==> src/gsd_pkg.sv <==
package gsd_pkg;

    localparam int CAP_W = 20;
    localparam int BTN_W = 16;
    localparam int AXIS_W = 8;
    localparam int THR_W = 7;
    localparam int TIME_W = 8;
    localparam int CFG_INDEX_W = 3;
    localparam int CFG_DATA_W = 8;

    localparam logic [CAP_W-1:0] CAP_MASK = 20'hf06fe;
    localparam logic [CAP_W-1:0] CAP_FULL = 20'hf06fe;
    localparam logic [CAP_W-1:0] CAP_DIGITAL = 20'h700fe;

    localparam int BTN_B = 1;
    localparam int BTN_A = 2;
    localparam int BTN_START = 3;
    localparam int BTN_UP = 4;
    localparam int BTN_DOWN = 5;
    localparam int BTN_LEFT = 6;
    localparam int BTN_RIGHT = 7;
    localparam int BTN_Y = 9;
    localparam int BTN_X = 10;

    localparam logic [BTN_W-1:0] MASK_ABXY = 16'h0606;
    localparam logic [BTN_W-1:0] MASK_DIRS = 16'h00f0;

    localparam logic [1:0] MODE_FULL = 2'd0;
    localparam logic [1:0] MODE_DIGITAL = 2'd1;
    localparam logic [1:0] MODE_NONE = 2'd2;

    localparam logic [1:0] DIR_NEUTRAL = 2'd0;
    localparam logic [1:0] DIR_NEG = 2'd1;
    localparam logic [1:0] DIR_POS = 2'd2;

    localparam logic [CFG_INDEX_W-1:0] CFG_STICK_THRESHOLD = 3'd0;
    localparam logic [CFG_INDEX_W-1:0] CFG_INITIAL_DELAY = 3'd1;
    localparam logic [CFG_INDEX_W-1:0] CFG_REPEAT_PERIOD = 3'd2;
    localparam logic [CFG_INDEX_W-1:0] CFG_ACCEL_AFTER = 3'd3;
    localparam logic [CFG_INDEX_W-1:0] CFG_FAST_PERIOD = 3'd4;

    localparam logic [THR_W-1:0] RST_STICK_THRESHOLD = 7'd64;
    localparam logic [TIME_W-1:0] RST_INITIAL_DELAY = 8'd15;
    localparam logic [TIME_W-1:0] RST_REPEAT_PERIOD = 8'd6;
    localparam logic [TIME_W-1:0] RST_ACCEL_AFTER = 8'd30;
    localparam logic [TIME_W-1:0] RST_FAST_PERIOD = 8'd1;

    typedef struct packed {
        logic [THR_W-1:0]  stick_threshold;
        logic [TIME_W-1:0] initial_delay;
        logic [TIME_W-1:0] repeat_period;
        logic [TIME_W-1:0] accel_after;
        logic [TIME_W-1:0] fast_period;
    } t_cfg;

    typedef struct packed {
        logic [1:0]        x_latch;
        logic [1:0]        y_latch;
        logic              repeat_active;
        logic [TIME_W-1:0] repeat_counter;
        logic [TIME_W-1:0] current_period;
        logic [TIME_W-1:0] hold_frames;
    } t_state;

    typedef struct packed {
        logic [BTN_W-1:0] held_out;
        logic [BTN_W-1:0] pressed_out;
        logic             reset_request;
        logic [1:0]       controller_mode;
    } t_result;

endpackage

==> src/gamepad_stick_to_dpad_autorepeat.sv <==
// gamepad stick to d-pad merge with direction auto-repeat
//
// input channel: i_in_valid / o_in_ready carry one controller poll per
// transfer (controller flag, capability mask, stick axes, held and new
// buttons). output channel: o_out_valid / i_out_ready carry one result per
// poll (merged held buttons, press edges, reset request, controller mode).
// configuration: i_cfg_wr_en with i_cfg_index and i_cfg_data writes one
// register; indexes past the last register are dropped.
// path: a poll is held in the input register, passes the combinational
// state update, and its result is held in the result register until taken.
// throughput: one poll per cycle while the receiver takes results, through
// the combinational state update between the two registers.
// when the receiver stalls the result register holds its item, the input
// register still takes one more poll, and o_in_ready then drops until the
// result is taken.
// reset: both registers empty, direction latches and repeat state cleared,
// configuration back to its defaults.
module gamepad_stick_to_dpad_autorepeat (
    input  logic                                 i_clk,
    input  logic                                 i_rst_n,
    input  logic                                 i_cfg_wr_en,
    input  logic [gsd_pkg::CFG_INDEX_W-1:0]      i_cfg_index,
    input  logic [gsd_pkg::CFG_DATA_W-1:0]       i_cfg_data,
    input  logic                                 i_in_valid,
    output logic                                 o_in_ready,
    input  logic                                 i_is_controller,
    input  logic [gsd_pkg::CAP_W-1:0]            i_capabilities,
    input  logic signed [gsd_pkg::AXIS_W-1:0]    i_stick_x,
    input  logic signed [gsd_pkg::AXIS_W-1:0]    i_stick_y,
    input  logic [gsd_pkg::BTN_W-1:0]            i_held_buttons,
    input  logic [gsd_pkg::BTN_W-1:0]            i_new_buttons,
    output logic                                 o_out_valid,
    input  logic                                 i_out_ready,
    output logic [gsd_pkg::BTN_W-1:0]            o_held_out,
    output logic [gsd_pkg::BTN_W-1:0]            o_pressed_out,
    output logic                                 o_reset_request,
    output logic [1:0]                           o_controller_mode
);
    import gsd_pkg::*;

    t_cfg                    r_cfg;
    t_state                  r_state;
    t_state                  n_state;
    t_result                 r_out;
    t_result                 n_out;
    logic                    r_in_valid;
    logic                    r_out_valid;
    logic                    r_is_controller;
    logic [CAP_W-1:0]        r_capabilities;
    logic signed [AXIS_W-1:0] r_stick_x;
    logic signed [AXIS_W-1:0] r_stick_y;
    logic [BTN_W-1:0]        r_held_buttons;
    logic [BTN_W-1:0]        r_new_buttons;
    logic                    advance;
    logic                    in_xfer;

    assign advance = r_in_valid && (!r_out_valid || i_out_ready);
    assign o_in_ready = !r_in_valid || advance;
    assign in_xfer = i_in_valid && o_in_ready;

    gsd_step u_step (
        .i_cfg           (r_cfg),
        .i_state         (r_state),
        .i_is_controller (r_is_controller),
        .i_capabilities  (r_capabilities),
        .i_stick_x       (r_stick_x),
        .i_stick_y       (r_stick_y),
        .i_held_buttons  (r_held_buttons),
        .i_new_buttons   (r_new_buttons),
        .o_state         (n_state),
        .o_result        (n_out)
    );

    always_ff @(posedge i_clk) begin
        if (!i_rst_n) begin
            r_cfg.stick_threshold <= RST_STICK_THRESHOLD;
            r_cfg.initial_delay <= RST_INITIAL_DELAY;
            r_cfg.repeat_period <= RST_REPEAT_PERIOD;
            r_cfg.accel_after <= RST_ACCEL_AFTER;
            r_cfg.fast_period <= RST_FAST_PERIOD;
        end else if (i_cfg_wr_en) begin
            unique case (i_cfg_index)
                CFG_STICK_THRESHOLD: r_cfg.stick_threshold <= i_cfg_data[THR_W-1:0];
                CFG_INITIAL_DELAY:   r_cfg.initial_delay <= i_cfg_data[TIME_W-1:0];
                CFG_REPEAT_PERIOD:   r_cfg.repeat_period <= i_cfg_data[TIME_W-1:0];
                CFG_ACCEL_AFTER:     r_cfg.accel_after <= i_cfg_data[TIME_W-1:0];
                CFG_FAST_PERIOD:     r_cfg.fast_period <= i_cfg_data[TIME_W-1:0];
                default: begin
                end
            endcase
        end
    end

    always_ff @(posedge i_clk) begin
        if (!i_rst_n) begin
            r_in_valid <= 1'b0;
            r_out_valid <= 1'b0;
            r_state <= '0;
        end else begin
            if (in_xfer) begin
                r_in_valid <= 1'b1;
            end else if (advance) begin
                r_in_valid <= 1'b0;
            end
            if (advance) begin
                r_out_valid <= 1'b1;
                r_state <= n_state;
            end else if (i_out_ready) begin
                r_out_valid <= 1'b0;
            end
        end
    end

    always_ff @(posedge i_clk) begin
        if (in_xfer) begin
            r_is_controller <= i_is_controller;
            r_capabilities <= i_capabilities;
            r_stick_x <= i_stick_x;
            r_stick_y <= i_stick_y;
            r_held_buttons <= i_held_buttons;
            r_new_buttons <= i_new_buttons;
        end
        if (advance) begin
            r_out <= n_out;
        end
    end

    assign o_out_valid = r_out_valid;
    assign o_held_out = r_out.held_out;
    assign o_pressed_out = r_out.pressed_out;
    assign o_reset_request = r_out.reset_request;
    assign o_controller_mode = r_out.controller_mode;

endmodule

==> src/gsd_step.sv <==
module gsd_step (
    input  gsd_pkg::t_cfg                        i_cfg,
    input  gsd_pkg::t_state                      i_state,
    input  logic                                 i_is_controller,
    input  logic [gsd_pkg::CAP_W-1:0]            i_capabilities,
    input  logic signed [gsd_pkg::AXIS_W-1:0]    i_stick_x,
    input  logic signed [gsd_pkg::AXIS_W-1:0]    i_stick_y,
    input  logic [gsd_pkg::BTN_W-1:0]            i_held_buttons,
    input  logic [gsd_pkg::BTN_W-1:0]            i_new_buttons,
    output gsd_pkg::t_state                      o_state,
    output gsd_pkg::t_result                     o_result
);
    import gsd_pkg::*;

    logic [CAP_W-1:0]        caps;
    logic signed [AXIS_W:0]  thr_pos;
    logic signed [AXIS_W:0]  thr_neg;
    logic signed [AXIS_W:0]  sx;
    logic signed [AXIS_W:0]  sy;
    logic [BTN_W-1:0]        held;
    logic [BTN_W-1:0]        pressed;
    logic [BTN_W-1:0]        dirs;
    logic [TIME_W-1:0]       cnt_inc;
    logic [TIME_W-1:0]       hold_inc;
    t_state                  nxt;
    logic                    req;
    logic [1:0]              mode;

    assign caps = i_capabilities & CAP_MASK;
    assign thr_pos = $signed({2'b00, i_cfg.stick_threshold});
    assign thr_neg = -thr_pos;
    assign sx = {i_stick_x[AXIS_W-1], i_stick_x};
    assign sy = {i_stick_y[AXIS_W-1], i_stick_y};
    assign cnt_inc = i_state.repeat_counter + TIME_W'(1);
    assign hold_inc = (i_state.hold_frames != {TIME_W{1'b1}}) ?
                      i_state.hold_frames + TIME_W'(1) : i_state.hold_frames;

    always_comb begin
        nxt = i_state;
        held = '0;
        pressed = '0;
        req = 1'b0;
        mode = MODE_NONE;

        if (i_is_controller && (caps == CAP_FULL || caps == CAP_DIGITAL)) begin
            held = i_held_buttons;
            pressed = i_new_buttons;
            if (caps == CAP_FULL) begin
                mode = MODE_FULL;
                if (sx < thr_neg) begin
                    held[BTN_LEFT] = 1'b1;
                    if (i_state.x_latch != DIR_NEG) pressed[BTN_LEFT] = 1'b1;
                    nxt.x_latch = DIR_NEG;
                end else if (sx > thr_pos) begin
                    held[BTN_RIGHT] = 1'b1;
                    if (i_state.x_latch != DIR_POS) pressed[BTN_RIGHT] = 1'b1;
                    nxt.x_latch = DIR_POS;
                end else begin
                    nxt.x_latch = DIR_NEUTRAL;
                end
                if (sy < thr_neg) begin
                    held[BTN_UP] = 1'b1;
                    if (i_state.y_latch != DIR_NEG) pressed[BTN_UP] = 1'b1;
                    nxt.y_latch = DIR_NEG;
                end else if (sy > thr_pos) begin
                    held[BTN_DOWN] = 1'b1;
                    if (i_state.y_latch != DIR_POS) pressed[BTN_DOWN] = 1'b1;
                    nxt.y_latch = DIR_POS;
                end else begin
                    nxt.y_latch = DIR_NEUTRAL;
                end
            end else begin
                mode = MODE_DIGITAL;
            end
            if (i_new_buttons[BTN_START] && ((i_held_buttons & MASK_ABXY) == MASK_ABXY)) begin
                req = 1'b1;
            end
        end

        dirs = held & MASK_DIRS;

        if (!i_state.repeat_active) begin
            if (dirs != '0) begin
                nxt.repeat_active = 1'b1;
                nxt.repeat_counter = '0;
                nxt.current_period = i_cfg.initial_delay;
                nxt.hold_frames = '0;
            end
        end else if (dirs == '0) begin
            nxt.repeat_active = 1'b0;
        end else begin
            nxt.repeat_counter = cnt_inc;
            if (i_state.current_period <= cnt_inc) begin
                nxt.repeat_counter = '0;
                nxt.current_period = i_cfg.repeat_period;
                pressed = pressed | dirs;
            end
            nxt.hold_frames = hold_inc;
            if (hold_inc > i_cfg.accel_after) nxt.current_period = i_cfg.fast_period;
        end

        o_state = nxt;
        o_result.held_out = held;
        o_result.pressed_out = pressed;
        o_result.reset_request = req;
        o_result.controller_mode = mode;
    end

endmodule

==> config.mk <==
export PLATFORM = sky130hd
export DESIGN_NAME = gamepad_stick_to_dpad_autorepeat
export DESIGN_NICKNAME = d
export VERILOG_FILES = /design/src/gsd_pkg.sv /design/src/gamepad_stick_to_dpad_autorepeat.sv /design/src/gsd_step.sv
export SDC_FILE = /design/constraint.sdc
export NUM_CORES = 1
export LEC_CHECK = 0
export BUFFER_PORTS_ARGS = -buffer_cell sky130_fd_sc_hd__buf_2
export CAP_MARGIN = 20
export CORE_MARGIN = 3
export CORE_UTILIZATION = 51
export DETAILED_ROUTE_END_ITERATION = 12
export HOLD_SLACK_MARGIN = 0.03
export PLACE_DENSITY = 0.74
export REMOVE_ABC_BUFFERS = 1
export SYNTH_ARGS = -nofsm -noshare
export SYNTH_HDL_FRONTEND = slang
export SYNTH_HIERARCHICAL = 1
export SYNTH_SLANG_ARGS = --single-unit
==> constraint.sdc <==
create_clock -name i_clk -period 3.1 [get_ports i_clk]
set_input_delay 0.62 -clock i_clk [delete_from_list [all_inputs] [get_ports i_clk]]
set_output_delay 0.62 -clock i_clk [all_outputs]
set_load 0.01 [all_outputs]
---- Yosys cells after proc, flatten, opt, wreduce, memory -nomap -nowiden ----
Index checks and enable logic that the tools add are counted.
word-level totals
  register bits after elaboration ......... 174
  RAM bits ................................ 0
  ROM bits ................................ 0
  memories kept ........................... 0
  output and inout port bits .............. 37
  bits in latches ......................... 0
operators by class
  mux-type cells .......................... 40
  bitwise gates (word level) .............. 1
  shift-type cells ........................ 0
  $add $sub $neg .......................... 3
  multiply operators ...................... 0
  equal/unequal tests ..................... 14
  div/mod/pow operators ................... 0
  reduce and logical (&&, ||, !) cells .... 23
  order comparisons ....................... 6
operators with widths
  kind                                                                      count
  16-bit 2-to-1 mux                                                         5
  25-bit 2-to-1 mux                                                         2
  8-bit greater-than comparator                                             3
  24-bit 2-to-1 mux                                                         1
  8-bit 2-to-1 mux                                                          3
  1-bit 2-to-1 mux                                                          23
  8-bit by 9-bit less-than comparator with 1-bit output                     2
  8-bit by 1-bit adder with 8-bit output (second input constant)            2
  16-bit logical NOT                                                        1
  16-bit by 8-bit bitwise OR with 16-bit output                             1
  16-bit nonzero test                                                       1
  13-bit by 12-bit equality test with 1-bit output (second input constant)  1
  13-bit equality test (second input constant)                              1
  2-bit AND reduction                                                       5
  7-bit negator with 9-bit output                                           1
  8-bit <= comparator                                                       1
  2-bit 2-to-1 mux                                                          4
  4-bit 2-to-1 mux                                                          2
  8-bit != test (second input constant)                                     1
  3-bit by 2-bit equality test with 1-bit output (second input constant)    2
  2-bit != test (second input constant)                                     3
  3-bit AND reduction                                                       2
  2-bit nonzero test                                                        3
  4-bit equality test (second input constant)                               1
  9 further kinds                                                           16

---- Logic depth before layout (Yosys ltp) ----
Gate-level depths: netlist of the first run.
  depth after elaboration ................. 10
  gate-level depth with buffers ........... 19
  depth with buffers taken out ............ 18

---- By module ----
Netlist of the first run, hierarchy kept.
modules (own cells, without submodules)
  module                            area each (um2)  cells an instance  seq. area each (um2)  instances
  gamepad_stick_to_dpad_autorepeat  5748.0           382                4524.3                1
  gsd_step                          2720.1           407                0.0                   1

---- Least setup slack after synthesis of the first run ----
No wires, ideal clock.
  kind .................................... register to register
  start ................................... reg r_cfg[33] (netlist name)
  end ..................................... reg r_state[20] (netlist name)
  stages on the path, launching flop included .. 18
  setup time .............................. 150 ps
  path slack .............................. -259 ps
  data arrival time ....................... 3209 ps
  cells stage by stage .................... dfxtp_1 -> inv_1 -> ha_1 -> or3b_1 -> xnor2_1 -> ha_1 -> nand2_1 -> a21oi_1 -> a311o_1 -> maj3_2 -> a21oi_2 -> o221ai_2 -> nor3_4 -> buf_6 -> buf_8 -> o22ai_1 -> nand2_1 -> mux2i_1
between the ends
  word-level cells in the longest chain between the ends .. 8
  elaborated cells on any way between the ends .. 18
  classes of those cells .................. add/sub (1); order compare (4); eq/ne (1); mux (8); reduce/logical (4)
ends and longest elaborated chain
  item                                                                                 line                                     text
  from (decl)                                                                          gamepad_stick_to_dpad_autorepeat.sv:41   t_cfg r_cfg;
  7-bit negator with 9-bit output, or another cell as far along                        gsd_step.sv:31                           assign thr_neg = -thr_pos;
  8-bit by 9-bit less-than comparator with 1-bit output, or another cell as far along  gsd_step.sv:61                           if (sy < thr_neg) begin
  1-bit 2-to-1 mux, on equally long branches                                           gsd_step.sv:61, gsd_step.sv:50
  4-bit 2-to-1 mux *                                                                   gsd_step.sv:48                           if (caps == CAP_FULL) begin
  8-bit 2-to-1 mux *                                                                   gsd_step.sv:45                           if (i_is_controller && (caps == CAP_FULL || caps == CAP_DIGITAL)) begin
  16-bit logical NOT or 16-bit nonzero test (tied branches)                            gsd_step.sv:89, gsd_step.sv:83
  2-bit != test (no line) or 2-bit nonzero test (tied branches)                        --
  3-bit AND reduction (no line) *                                                      --
  to (signal assigned)                                                                 gamepad_stick_to_dpad_autorepeat.sv:107  r_state <= n_state;
  to (decl)                                                                            gamepad_stick_to_dpad_autorepeat.sv:42   t_state r_state;
Every way passes the cells marked *; elsewhere a longest branch is shown, timed or not.
A chain may end at the register's enable or synchronous reset.

---- Worst setup path after layout of the first run ----
  start ................................... reg r_cfg[33] (netlist name)
  end ..................................... reg r_state[9] (netlist name)
between the ends
  word-level cells in the longest chain between the ends .. 8
  elaborated cells on any way between the ends .. 18
  classes of those cells .................. add/sub (1); order compare (4); eq/ne (1); mux (8); reduce/logical (4)
ends and longest elaborated chain
  item                                                                                 line
  7-bit negator with 9-bit output, or another cell as far along                        gsd_step.sv:31
  8-bit by 9-bit less-than comparator with 1-bit output, or another cell as far along  gsd_step.sv:61
  1-bit 2-to-1 mux, on equally long branches                                           gsd_step.sv:61, gsd_step.sv:50
  4-bit 2-to-1 mux *                                                                   gsd_step.sv:48
  8-bit 2-to-1 mux *                                                                   gsd_step.sv:45
  16-bit logical NOT or 16-bit nonzero test (tied branches)                            gsd_step.sv:89, gsd_step.sv:83
  2-bit != test (no line) or 2-bit nonzero test (tied branches)                        --
  4-bit AND reduction (no line) *                                                      --
Marked as above.

==> impl_metrics.py, run 1 <==
metrics = {
    "final_layout": {
        "final_layout_size_suffix_gt1_share_pct": 30.6,
        "final_common_cell": "nand2_1",
        "fin_area_sq_mm": 0.0104,
        "fin_nets": 1081,
        "layout_common_cells": "nand2_1 (116), buf_2 (113), edfxtp_1 (97)",
        "syn_to_final_growth_pct": 26.4,
    },
    "power": {
        "power_frac_comb_pct": 7.5,
        "leakagePower_nw": 4.15,
        "p_per_area_mw_per_mm2": 470,
        "switching_power_mw": 1.08,
        "p_sw_share_pct": 22.1,
        "p_int_mw": 3.82,
        "p_clk_share_pct": 42.2,
        "seq_power_share_pct": 50.3,
        "peakVddDrop_mv": 0.382,
    },
    "timing": {
        "max-slew-margin-rel_pct": 57.6,
        "setup_tns_ps": -8840,
        "layout_setup_ws_ps": -395,
        "final_max_slew_viol_count": 0,
        "grt_setup_unrepaired": "true",
        "hold_viol_final": 0,
        "fin_worst_skew_ps": 11.6,
        "fmax_mhz": 286,
        "setup_viol": 28,
        "post-route-period-util_pct": 113,
        "tightest_slew_ps": 633,
        "min_period_ps": 3500,
    },
    "global_route": {
        "grt_max_degree": 65,
        "grt_pass1_vias": 6013,
        "grt_overflow": 0,
        "antenna_found_initial": 1,
        "grtUsageTotal_pct": 20.5,
        "grt_pass1_wl_mm": 29.3,
    },
    "setup_path": {
        "worstPathMaxFanout": 4,
        "required_ps": 3390,
        "startpoint": "r_cfg[33]$_SDFFE_PN0P_",
        "rr_endpoint": "r_state[9]$_SDFFE_PN0P_",
        "rrSetupSlack_ps": -400,
        "crit_path_end": "r_state[9]$_SDFFE_PN0P_",
        "end_kind": "flop",
        "r2r_cells": 17,
        "r2r_start": "r_cfg[33]$_SDFFE_PN0P_",
        "start_kind": "flop",
        "worstSetupPathType": "flop to flop",
        "arrival_ps": 3790,
    },
    "status": {
        "violations": "setup timing",
        "status": "finished with violations",
    },
    "cts": {
        "cts-root-buf": "clkbuf_16",
        "clk_latency_ps": 430,
        "cts_tree": "yes",
        "cts_hold_buf": 0,
        "htreeDepth": 4,
        "cts_sinks": 167,
        "clk_path_buf_depth": 2,
        "clk_pin_slew_ps": 70,
        "cts_buffers": 17,
    },
    "die": {
        "initial_core_util_pct": 53.1,
        "fp.dieH_um": 133,
        "pin_count": 122,
        "coreArea_sq_mm": 0.0155,
        "rows": 45,
        "dieArea_sq_mm": 0.0178,
        "die_w_um": 133,
    },
    "detailed_routing": {
        "ant_nets": 0,
        "via_count": 6252,
        "drt_iter0_markers": 384,
        "first_pass_iters": 5,
        "wirelength_mm": 18.1,
        "wl_per_cell_um": 15.4,
        "vias_per_cell": 5.31,
        "drc": 0,
    },
    "synthesis": {
        "synth_warnings": 6,
        "syn_area_per_cell_sq_um": 10.6,
        "netlist_area_sq_mm": 0.00826,
        "synth_cells": 782,
    },
    "place": {
        "dpl_cell_area_sq_mm": 0.00945,
        "place_ws_ps": -461,
        "hpwl_mm": 12.3,
        "gp_congestion": 0.834,
        "portBuffers": 114,
    },
    "flow_run": {
        "drv_cap": 0,
    },
    "worst_hold_path": {
        "hp-class": "input port to flop",
    },
}
==> registers in the layout, summed over array words and instances, names as in the netlist <==
register	cells
r_is_controller	1
o_reset_request	1
r_in_valid	1
r_state	29
o_held_out	16
o_out_valid	1
r_cfg	39
r_held_buttons	16
r_new_buttons	16
r_stick_x	8
r_capabilities	13
r_stick_y	8
o_pressed_out	16
o_controller_mode	2
==> power by group through the flow <==
stage	clock (mW)	sequential [mW]	combinational, mW
6_report	2.07	2.47	0.369
5_1_grt	2.20	2.47	0.407
4_1_cts	2.10	2.47	0.367
3_5_place_dp	0	2.51	0.346
3_3_place_gp	0	2.51	0.338
2_1_floorplan	0	2.52	0.168
==> critical path: stages, from the launching register on <==
cell and delay, ps:
dfxtp_2 320, inv_2 70, ha_4 130, or3b_4 420
xnor2_2 170, ha_1 320, nand2_1 60, a21oi_1 40
a311o_1 300, maj3_2 370, a211oi_4 240, buf_4 160
o31ai_4 70, a41oi_4 320, buf_6 170, o22ai_2 60
nand2_1 60, mux2i_1 80
==> layer usage <==
metal	GRT usage, %	wire length (um)
met5	0	0
met1	26.8	8240
met4	6.34	257
met2	33.9	8590
met3	5.17	1030
==> what timing repair did <==
action / 4_1_cts / 5_1_grt
pin swaps: 16 / 9
gates resized for setup: 43 / 22
buffers inserted: 10 / 3
setup endpoints to repair: 32 / 32
==> cell type report <==
cell class	instances	area, sq um
fillers	1167	5100
inverters	52	195
clock buffers	21	460
multi-input cells	527	3830
flip-flops and latches	167	4320
well taps	211	264
repair buffers	188	1240
clock inverters	11	125
diodes	1	2.50
==> worst min-delay path by stage <==
| stage | start | to | slack, ps | cells past startpoint |
|---|---|---|---|---|
| finish | i_capabilities[2] | r_capabilities[2]$_DFFE_PP_ | 360 | 1 |
| global route | i_held_buttons[0] | r_held_buttons[0]$_DFFE_PP_ | 350 | 1 |
| CTS | i_capabilities[2] | r_capabilities[2]$_DFFE_PP_ | 350 | 1 |
| detailed placement | r_state[28]$_SDFFE_PN0P_ | r_state[28]$_SDFFE_PN0P_ | 460 | 2 |
| global placement | r_state[28]$_SDFFE_PN0P_ | r_state[28]$_SDFFE_PN0P_ | 440 | 2 |
| floorplan | r_state[28]$_SDFFE_PN0P_ | r_state[28]$_SDFFE_PN0P_ | 430 | 2 |
==> metrics by stage <==
step / util [%] / power [mW] / hold slack [ps] / std cells
2_1_floorplan: - / 2.69 / 435 / 746
3_3_place_gp: 60.8 / 2.85 / 443 / 1134
3_5_place_dp: 60.8 / 2.86 / 457 / 1134
4_1_cts: 66.6 / 4.94 / 350 / 1175
5_1_grt: 67.2 / 5.08 / 349 / 1178
6_report: 67.2 / 4.91 / 360 / 1178
No activity file was read; power rests on OpenSTA's default activity.
==> run 2: changes to the inputs <==
- BUFFER_PORTS_ARGS: -buffer_cell sky130_fd_sc_hd__buf_2 -> unset
- DONT_BUFFER_PORTS: unset -> 1
- PLACE_DENSITY: 0.74 -> 0.68
==> impl_metrics.py, run 2 (synthesis results as in run 1) <==
metrics = {
    "detailed_routing": {
        "ant_nets": 0,
        "wl_per_cell_um": 16.8,
        "vias_per_cell": 5.55,
        "via_count": 5899,
        "drt_iter0_markers": 287,
        "wirelength_mm": 17.8,
        "drc": 0,
        "first_pass_iters": 5,
    },
    "die": {
        "rows": 45,
        "die_w_um": 133,
        "pin_count": 122,
        "coreArea_sq_mm": 0.0155,
        "fp.dieH_um": 133,
        "dieArea_sq_mm": 0.0178,
        "initial_core_util_pct": 53.1,
    },
    "cts": {
        "clk_pin_slew_ps": 70,
        "htreeDepth": 4,
        "clk_latency_ps": 420,
        "clk_path_buf_depth": 2,
        "cts_tree": "yes",
        "cts-root-buf": "clkbuf_16",
        "cts_sinks": 167,
        "cts_buffers": 17,
    },
    "timing": {
        "hold_slack_ps": 269,
        "fin_worst_skew_ps": 6.67,
        "final_max_slew_viol_count": 0,
        "post-route-period-util_pct": 114,
        "layout_setup_ws_ps": -441,
        "fmax_mhz": 282,
        "hold_viol_final": 0,
        "tightest_slew_ps": 811,
        "min_period_ps": 3540,
        "setup_viol": 27,
        "max-slew-margin-rel_pct": 45.9,
        "grt_setup_unrepaired": "true",
    },
    "final_layout": {
        "fin_nets": 966,
        "final_util_pct": 63.3,
        "regMostFlops": "r_cfg",
        "largest_reg_flops": 39,
        "syn_to_final_growth_pct": 19.2,
        "final.fill_count": 1225,
        "num_antenna_cells": 0,
        "layout_common_cells": "nand2_1 (118), edfxtp_1 (97), dfxtp_1 (69)",
        "stdcell_count": 1062,
        "fin_area_sq_mm": 0.00984,
        "final_layout_size_suffix_gt1_share_pct": 21.6,
        "top_regs": "r_cfg: 39 flops, r_state: 29 flops",
        "final_common_cell": "nand2_1",
    },
    "power": {
        "seq_power_share_pct": 51.1,
        "power_frac_comb_pct": 5.5,
        "leakagePower_nw": 3.73,
        "p_sw_share_pct": 22.7,
        "p_int_mw": 3.75,
        "peakVddDrop_mv": 0.455,
        "switching_power_mw": 1.10,
        "p_per_area_mw_per_mm2": 493,
        "p_clk_share_pct": 43.4,
    },
    "place": {
        "dpl_cell_area_sq_mm": 0.00883,
        "dpl.cell_count": 1018,
        "portBuffers": 0,
        "gp_congestion": 0.886,
        "hpwl_mm": 12.3,
        "place_ws_ps": -504,
    },
    "worst_hold_path": {
        "worstHoldStart": "i_rst_n",
        "hp-class": "input port to flop",
    },
    "global_route": {
        "grt_max_degree": 108,
        "grt_overflow": 0,
        "antenna_found_initial": 0,
        "grtUsageTotal_pct": 20.3,
        "grt_pass1_vias": 5901,
        "grt_pass1_wl_mm": 28.9,
    },
    "setup_path": {
        "arrival_ps": 3880,
        "worstPathMaxFanout": 8,
        "r2r_start": "r_cfg[32]$_SDFFE_PN0P_",
        "required_ps": 3440,
        "start_kind": "flop",
        "slowest_stage": "or3b_4",
        "worstSetupPathType": "flop to flop",
        "slowest_delay_ps": 410,
        "end_kind": "flop",
        "rrSetupSlack_ps": -440,
        "startpoint": "r_cfg[32]$_SDFFE_PN0P_",
        "crit_chain": "inv_2 > ha_4 > or3b_4 > xnor2_2 > ha_1 > nand2_1 > a21oi_1 > a311o_1 > maj3_2 > a211oi_4 > o31a_1 > nor3_4 > buf_12 > buf_12 > buf_4 > o22ai_2 > nand2_1 > mux2i_1",
    },
    "status": {
        "status": "finished with violations",
        "violations": "setup timing",
    },
    "flow_run": {
        "drv_cap": 0,
    },
}
## run 2: cell type report
| cell class | count | area, sq um | area share, % |
|---|---|---|---|
| timing repair buffer | 73 | 629 | 6.39 |
| sequential | 167 | 4320 | 43.8 |
| clock inverter | 15 | 164 | 1.66 |
| inverter | 52 | 195 | 1.98 |
| tap | 211 | 264 | 2.68 |
| multi-input combinational | 527 | 3850 | 39.1 |
| clock buffer | 17 | 425 | 4.32 |
## run 2: per-stage QoR
| step | setup TNS, ps | power [mW] |
|---|---|---|
| after floorplan | -95830 | 2.69 |
| after global placement | -8970 | 2.75 |
| after detailed placement | -12170 | 2.77 |
| after CTS | -7710 | 4.90 |
| after global routing | -12960 | 5.05 |
| final | -8910 | 4.86 |
## run 2: power groups by stage
stage	sequential, mW	combinational (mW)	clock [mW]
after CTS	2.48	0.252	2.16
after floorplan	2.52	0.168	0
after global placement	2.53	0.226	0
final	2.48	0.266	2.11
after detailed placement	2.53	0.237	0
after global routing	2.49	0.294	2.26
## run 2: metal layers
| layer | GRT usage (%) | vias to the layer above | share of wire (%) |
|---|---|---|---|
| met2 | 33.4 | 157 | 49 |
| met3 | 5.85 | 19 | 5.8 |
| li1 | - | 2914 | - |
| met5 | 0 | - | 0 |
| met1 | 25.6 | 2809 | 44 |
| met4 | 7.20 | 0 | 1.3 |
## run 2: path summary, 6_finish.rpt
check        depth (start not counted)                       end
max                                 18  r_state[11]$_SDFFE_PN0P_
min                                  1     r_cfg[9]$_SDFFE_PN1P_
max reg2reg                         18  r_state[11]$_SDFFE_PN0P_
min reg2reg                          2  r_state[28]$_SDFFE_PN0P_
## run 2: what timing repair did
action / in CTS / in global routing
resized for setup: 39 / 19
hold buffers: 0 / 0
setup endpoints to repair: 31 / 34
gates cloned: 1 / 0
pin swaps: 20 / 19
buffers inserted: 7 / 6
## run 2: worst max-delay path, delay by kind of cell (launching register included)
family | cells | cell delay, ps
compound gates | 5 | 930
fa+ha+maj | 3 | 810
simple gates | 4 | 600
buf+inv | 4 | 490
flops | 1 | 320
xor+xnor | 1 | 170
mux | 1 | 150
